## src/rtl/mfne_pkg.sv

```systemverilog
// mfne_pkg: constants, types and codes shared by the face normal engine
// no dependencies; every other file imports this package
`default_nettype none

package mfne_pkg;

  localparam int unsigned VERTEX_DEPTH = 4096;
  localparam int unsigned COORD_BITS   = 24;
  localparam int unsigned ADDR_W       = $clog2(VERTEX_DEPTH);
  localparam int unsigned IDX_W        = 12;
  localparam int unsigned COUNT_W      = 3;
  localparam int unsigned OUT_W        = 52;

  localparam int unsigned DIFF_W  = COORD_BITS + 1;
  localparam int unsigned PROD_W  = 2 * DIFF_W;
  localparam int unsigned CROSS_W = PROD_W + 1;
  localparam int unsigned MAG_W   = CROSS_W;
  localparam int unsigned HALF_W  = (MAG_W + 1) / 2;
  localparam int unsigned SQ_W    = 2 * MAG_W;
  localparam int unsigned LEN_W   = SQ_W + 2;
  localparam int unsigned REM_W   = LEN_W + 1;
  localparam int unsigned QUO_W   = 63;
  localparam int unsigned ROOT_W  = 32;
  localparam int unsigned SREM_W  = ROOT_W + 4;
  localparam int unsigned RES_W   = ROOT_W - 1;
  localparam int unsigned STEP_W  = $clog2(QUO_W);

  localparam int unsigned NUM_AXES  = 3;
  localparam int unsigned AXIS_W    = 2;
  localparam int unsigned NUM_PARTS = 3;

  localparam int unsigned QUEUE_DEPTH = 2;
  localparam int unsigned QPTR_W      = $clog2(QUEUE_DEPTH);

  localparam logic OP_LOAD = 1'b0;
  localparam logic OP_FACE = 1'b1;

  localparam logic [COUNT_W-1:0] CORNERS_TRI  = 3'd3;
  localparam logic [COUNT_W-1:0] CORNERS_QUAD = 3'd4;

  localparam logic CFG_COMPUTE   = 1'b0;
  localparam logic CFG_NORMALIZE = 1'b1;

  typedef logic signed [COORD_BITS-1:0] coord_t;
  typedef logic signed [DIFF_W-1:0]     diff_t;
  typedef logic signed [CROSS_W-1:0]    cross_t;
  typedef logic signed [OUT_W-1:0]      normal_t;

  typedef struct packed {
    coord_t x;
    coord_t y;
    coord_t z;
  } vertex_t;

  typedef enum logic [1:0] {
    KIND_ZERO,
    KIND_RAW,
    KIND_UNIT
  } kind_e;

  typedef struct packed {
    diff_t ux;
    diff_t uy;
    diff_t uz;
    diff_t vx;
    diff_t vy;
    diff_t vz;
    kind_e kind;
    logic  fmt;
    logic  last;
  } job_t;

  typedef struct packed {
    normal_t nx;
    normal_t ny;
    normal_t nz;
    logic    fmt;
    logic    degen;
    logic    last;
  } result_t;

  typedef struct packed {
    logic idle;
    logic done;
  } norm_stat_t;

  typedef enum logic [2:0] {
    NS_IDLE,
    NS_SQUARE,
    NS_DIVIDE,
    NS_ROOT,
    NS_DONE
  } norm_state_e;

endpackage

`default_nettype wire

```

## src/rtl/mfne_queue.sv

```systemverilog
// mfne_queue: short queue of edge-vector jobs between front and back
// depends on mfne_pkg
`default_nettype none

module mfne_queue import mfne_pkg::*; (
  input  logic clk_i,
  input  logic rst_ni,
  input  logic push_i,
  input  job_t job_i,
  output logic full_o,
  input  logic pop_i,
  output logic valid_o,
  output job_t job_o
);

  job_t              slot_q [QUEUE_DEPTH];
  logic [QPTR_W-1:0] wr_q, rd_q;
  logic [QPTR_W:0]   cnt_q;

  assign full_o  = cnt_q == (QPTR_W+1)'(QUEUE_DEPTH);
  assign valid_o = cnt_q != '0;
  assign job_o   = slot_q[rd_q];

  always_ff @(posedge clk_i) begin
    if (push_i) begin
      slot_q[wr_q] <= job_i;
    end
  end

  always_ff @(posedge clk_i or negedge rst_ni) begin
    if (!rst_ni) begin
      wr_q  <= '0;
      rd_q  <= '0;
      cnt_q <= '0;
    end else begin
      if (push_i) begin
        wr_q <= wr_q + 1'b1;
      end
      if (pop_i) begin
        rd_q <= rd_q + 1'b1;
      end
      if (push_i && !pop_i) begin
        cnt_q <= cnt_q + 1'b1;
      end else if (pop_i && !push_i) begin
        cnt_q <= cnt_q - 1'b1;
      end
    end
  end

`ifndef SYNTHESIS
  a_no_overflow: assert property (@(posedge clk_i) disable iff (!rst_ni)
    push_i |-> !full_o) else $error("push into full queue");
  a_no_underflow: assert property (@(posedge clk_i) disable iff (!rst_ni)
    pop_i |-> valid_o) else $error("pop from empty queue");
`endif

endmodule

`default_nettype wire

```

## config.mk

```make
export PLATFORM = sky130hd
export DESIGN_NAME = mfne_queue
export DESIGN_NICKNAME = d
export VERILOG_FILES = /design/src/rtl/mfne_pkg.sv /design/src/rtl/mfne_queue.sv
export SDC_FILE = /design/constraint.sdc
export NUM_CORES = 1
export LEC_CHECK = 0
export BUFFER_PORTS_ARGS = -buffer_cell sky130_fd_sc_hd__buf_2
export CAP_MARGIN = 10
export CORE_ASPECT_RATIO = 1.75
export CORE_MARGIN = 2
export CORE_UTILIZATION = 47
export DETAILED_ROUTE_END_ITERATION = 6
export PLACE_DENSITY = 0.76
export SLEW_MARGIN = 30
export SYNTH_ARGS = -nofsm -noshare
export SYNTH_HDL_FRONTEND = slang
export SYNTH_SLANG_ARGS = --single-unit
```

## constraint.sdc

```tcl
create_clock -name clk_i -period 7.95 [get_ports clk_i]
set_input_delay 0.795 -clock clk_i [delete_from_list [all_inputs] [get_ports clk_i]]
set_output_delay 0.795 -clock clk_i [all_outputs]
set_load 0.01 [all_outputs]
```

==> results by group <==
Outcome
  • Outcome: completed

Clocking
  • Hold-fix buffers, CTS: 0
  • CTS tree: yes
  • CTS Buf Count: 27
  • Clock Tree Root: clkbuf_16
  • Post-CTS Setup Inserts: 0
  • Clk buf depth: 3
  • Skew-Pair Late Insertion Delay: 0.54 ns
  • PostCTS Resize Cnt: 0
  • Clk pin slew, worst setup/hold paths: 0.07 ns
  • TritonCTS Sinks: 312
  • CTS H-tree lvls: 1

Pwr
  • P_sw: 1.39 mW
  • Int Power: 3.55 mW
  • Total power: 4.94 mW
  • Sequential power share: 46.0%
  • Worst IR Drop VDD: 0.000312 V
  • Combinational share of power: 28.6%
  • Sw frac: 28.1%
  • Pleak: 5.29 nW
  • Power per cell area: 351 mW/mm2
  • Clock power frac: 25.4%

Finish
  • Register area: 0.00935 mm2
  • Multi-input gate area: 0.00183 mm2
  • Final Non-Filler Cells: 1157
  • Filler cells: 1812
  • Layout cells sized above 1: 61.1%
  • Area growth from synthesis to layout: 23.8%
  • Final Instance Area: 0.0141 mm2
  • Nets: 987

Worst setup path
  • Worst path slowest cell: buf_4
  • Element type at the critical path end: output port
  • Crit path launch type: register
  • Worst EP arrival: 2.50 ns
  • CP bufs+invs: 2
  • Worst Path Required: 7.15 ns
  • Worst-path fanout max: 72
  • Sequence of cells on the critical path: buf_4, mux2_2, buf_2
  • Kind of critical path: register to output port
  • Kind of cell adding the most delay to the critical path: buffers and inverters
  • CP max stage delay: 0.76 ns

Global routing
  • First-pass GRT wire length: 32.1 mm
  • Total congestion overflow: 0
  • Largest net degree at the start of global routing: 73
  • Vias in the first global route: 6100
  • Initial antenna violation count: 6
  • Gr usage total: 16.9%

Yosys
  • YS warnings: 0
  • Yosys reg bits: 312
  • Largest cells by area after synthesis: edfxtp_1 (81%), mux2_2 (15%), clkbuf_8 (1.2%), dfrtp_1 (0.88%), buf_6 (0.69%)
  • Sequential element share of the synthesized area: 82.1%
  • Synth unique cells: 13
  • Leading area contributor after synthesis: edfxtp_1
  • Mapped cell area: 0.0114 mm2
  • Syn avg cell area: 23.0 um2
  • Yosys top cell area share: 81.2%
  • Gate Count Post-Synth: 495
  • Post-Syn Nets: 654

Timing
  • Setup TNS: 0 ns
  • Finish-stage setup viols: 0
  • Final period utilization: 41.4%
  • RSZ-0062 raised after global routing: false
  • Worst Skew: 0.0153 ns
  • Final Critical Period: 3.29 ns
  • Max-slew violation count: 0
  • Final Hold Viols: 0
  • Measured slew at the worst slew-check pin: 0.925 ns
  • Peak Freq: 304 MHz
  • Rel. slew slack: 38.3%

Detailed routing
  • Total wire length: 22.4 mm
  • Avg WL per Cell: 19.4 um
  • Antenna-violating nets left: 0
  • Vias per cell: 4.95
  • Pre-antenna DRT Iters: 4
  • Drt drc: 0
  • Starting DRT DRC Count: 349
  • Vias: 5732

Floorplanning
  • Die X-Extent: 122 um
  • Die H: 210 um
  • # IOs: 314
  • Die ar.: 0.0255 mm2
  • CORE AREA: 0.0239 mm2
  • Row Count: 75
  • Starting Density: 47.6%

Worst hold path
  • HP Class: input pin to async pin

Place
  • Placer congestion estimate: 0.807
  • Number of port buffers: 313
  • DP Cell Count: 1107
  • DP Area: 0.0133 mm2
  • HPWL Detailed: 15.5 mm

Run
  • MaxCap Viol Count: 0
synthesized netlist by cell type:
library cell and count:
or2_2 1, nor2_1 1, nor2b_1 2, buf_6 7, xor2_1 4, mux2_2 154, ha_1 1, dfrtp_1 4
inv_1 1, and2_1 1, xnor2_1 1, edfxtp_1 308, clkbuf_8 10
cell families (layout without fill, tap and decap cells):
| family | after synthesis | count (layout) | synth area share (%) |
|---|---|---|---|
| other | 0 | 4 | 0 |
| muxes | 154 | 154 | 15.2 |
| DFF | 312 | 312 | 82.1 |
| adders and majority gates | 1 | 1 | 0.110 |
| buffers and inverters | 18 | 368 | 1.93 |
| xor gates and xnor gates | 5 | 5 | 0.385 |
| and+or+nand+nor | 5 | 5 | 0.253 |
worst register-to-register path, cell delays in order (launching register included):
cell	delay (ns)
dfrtp_1	0.42
and2_4	0.52
buf_4	0.75
per-layer routing:
metal / up-vias / part of all wire, % / track usage [%]
met1: 2793 / 32 / 15.7
met2: 223 / 57 / 32.4
li1: 2643 / - / -
met5: - / 0.12 / 0
met4: 4 / 5.3 / 10.0
met3: 69 / 6.3 / 3.67
power by group through the flow:
stage | clock network (mW) | registers [mW] | logic [mW]
global placement | 0 | 2.36 | 1.33
detailed placement | 0 | 2.31 | 1.44
CTS | 1.29 | 2.28 | 1.45
global route | 1.34 | 2.30 | 1.52
finish | 1.26 | 2.27 | 1.41
floorplan | 0 | 2.31 | 0.961
state kept, by name (all words and copies together) (netlist names):
signal  flops
rd_q        1
slot_q    308
cnt_q       2
wr_q        1
through the flow:
step | setup slack [ns] | util, % | hold slack [ns]
after floorplan | 2.70 | - | 0.447
after global placement | 4.42 | 55.1 | 0.475
after detailed placement | 5.17 | 55.4 | 0.472
after CTS | 4.59 | 58.9 | 0.0363
after global routing | 4.53 | 58.9 | 0.0544
final | 4.66 | 58.9 | 0.0661
worst paths after layout:
kind                            startpoint            end  cells past startpoint  slack, ns
worst max-delay path                  rd_q      job_o[59]                      3       4.66
worst min-delay path                rst_ni       cnt_q[0]                      1       0.07
worst max register to register        wr_q   slot_q[1][3]                      2       5.80
worst min register to register    cnt_q[1]       cnt_q[1]                      1       0.50
max in group asynchronous           rst_ni           rd_q                      1       7.75
min in group clk_i               job_i[36]  slot_q[0][36]                      1       0.44
cell usage in the layout (no fill, tap or decap), drive strengths merged, types with 2 or more instances in the layout:
cell type,count
edfxtp,308
bufinv,3
xor2,4
buf,321
clkinv,10
clkbuf,32
dfrtp,4
nor2b,2
mux2,154
diode,4
layout make-up:
type / count / share of cell area, %
diodes: 4 / 0.0710
clock buffers: 32 / 4.93
clock inverters: 14 / 1.01
inverters: 1 / 0.0266
multi-input cells: 165 / 13.0
flip-flops and latches: 312 / 66.3
well taps: 308 / 2.73
repair buffers: 321 / 11.9
Note: power is estimated with default switching activity, not from simulation.
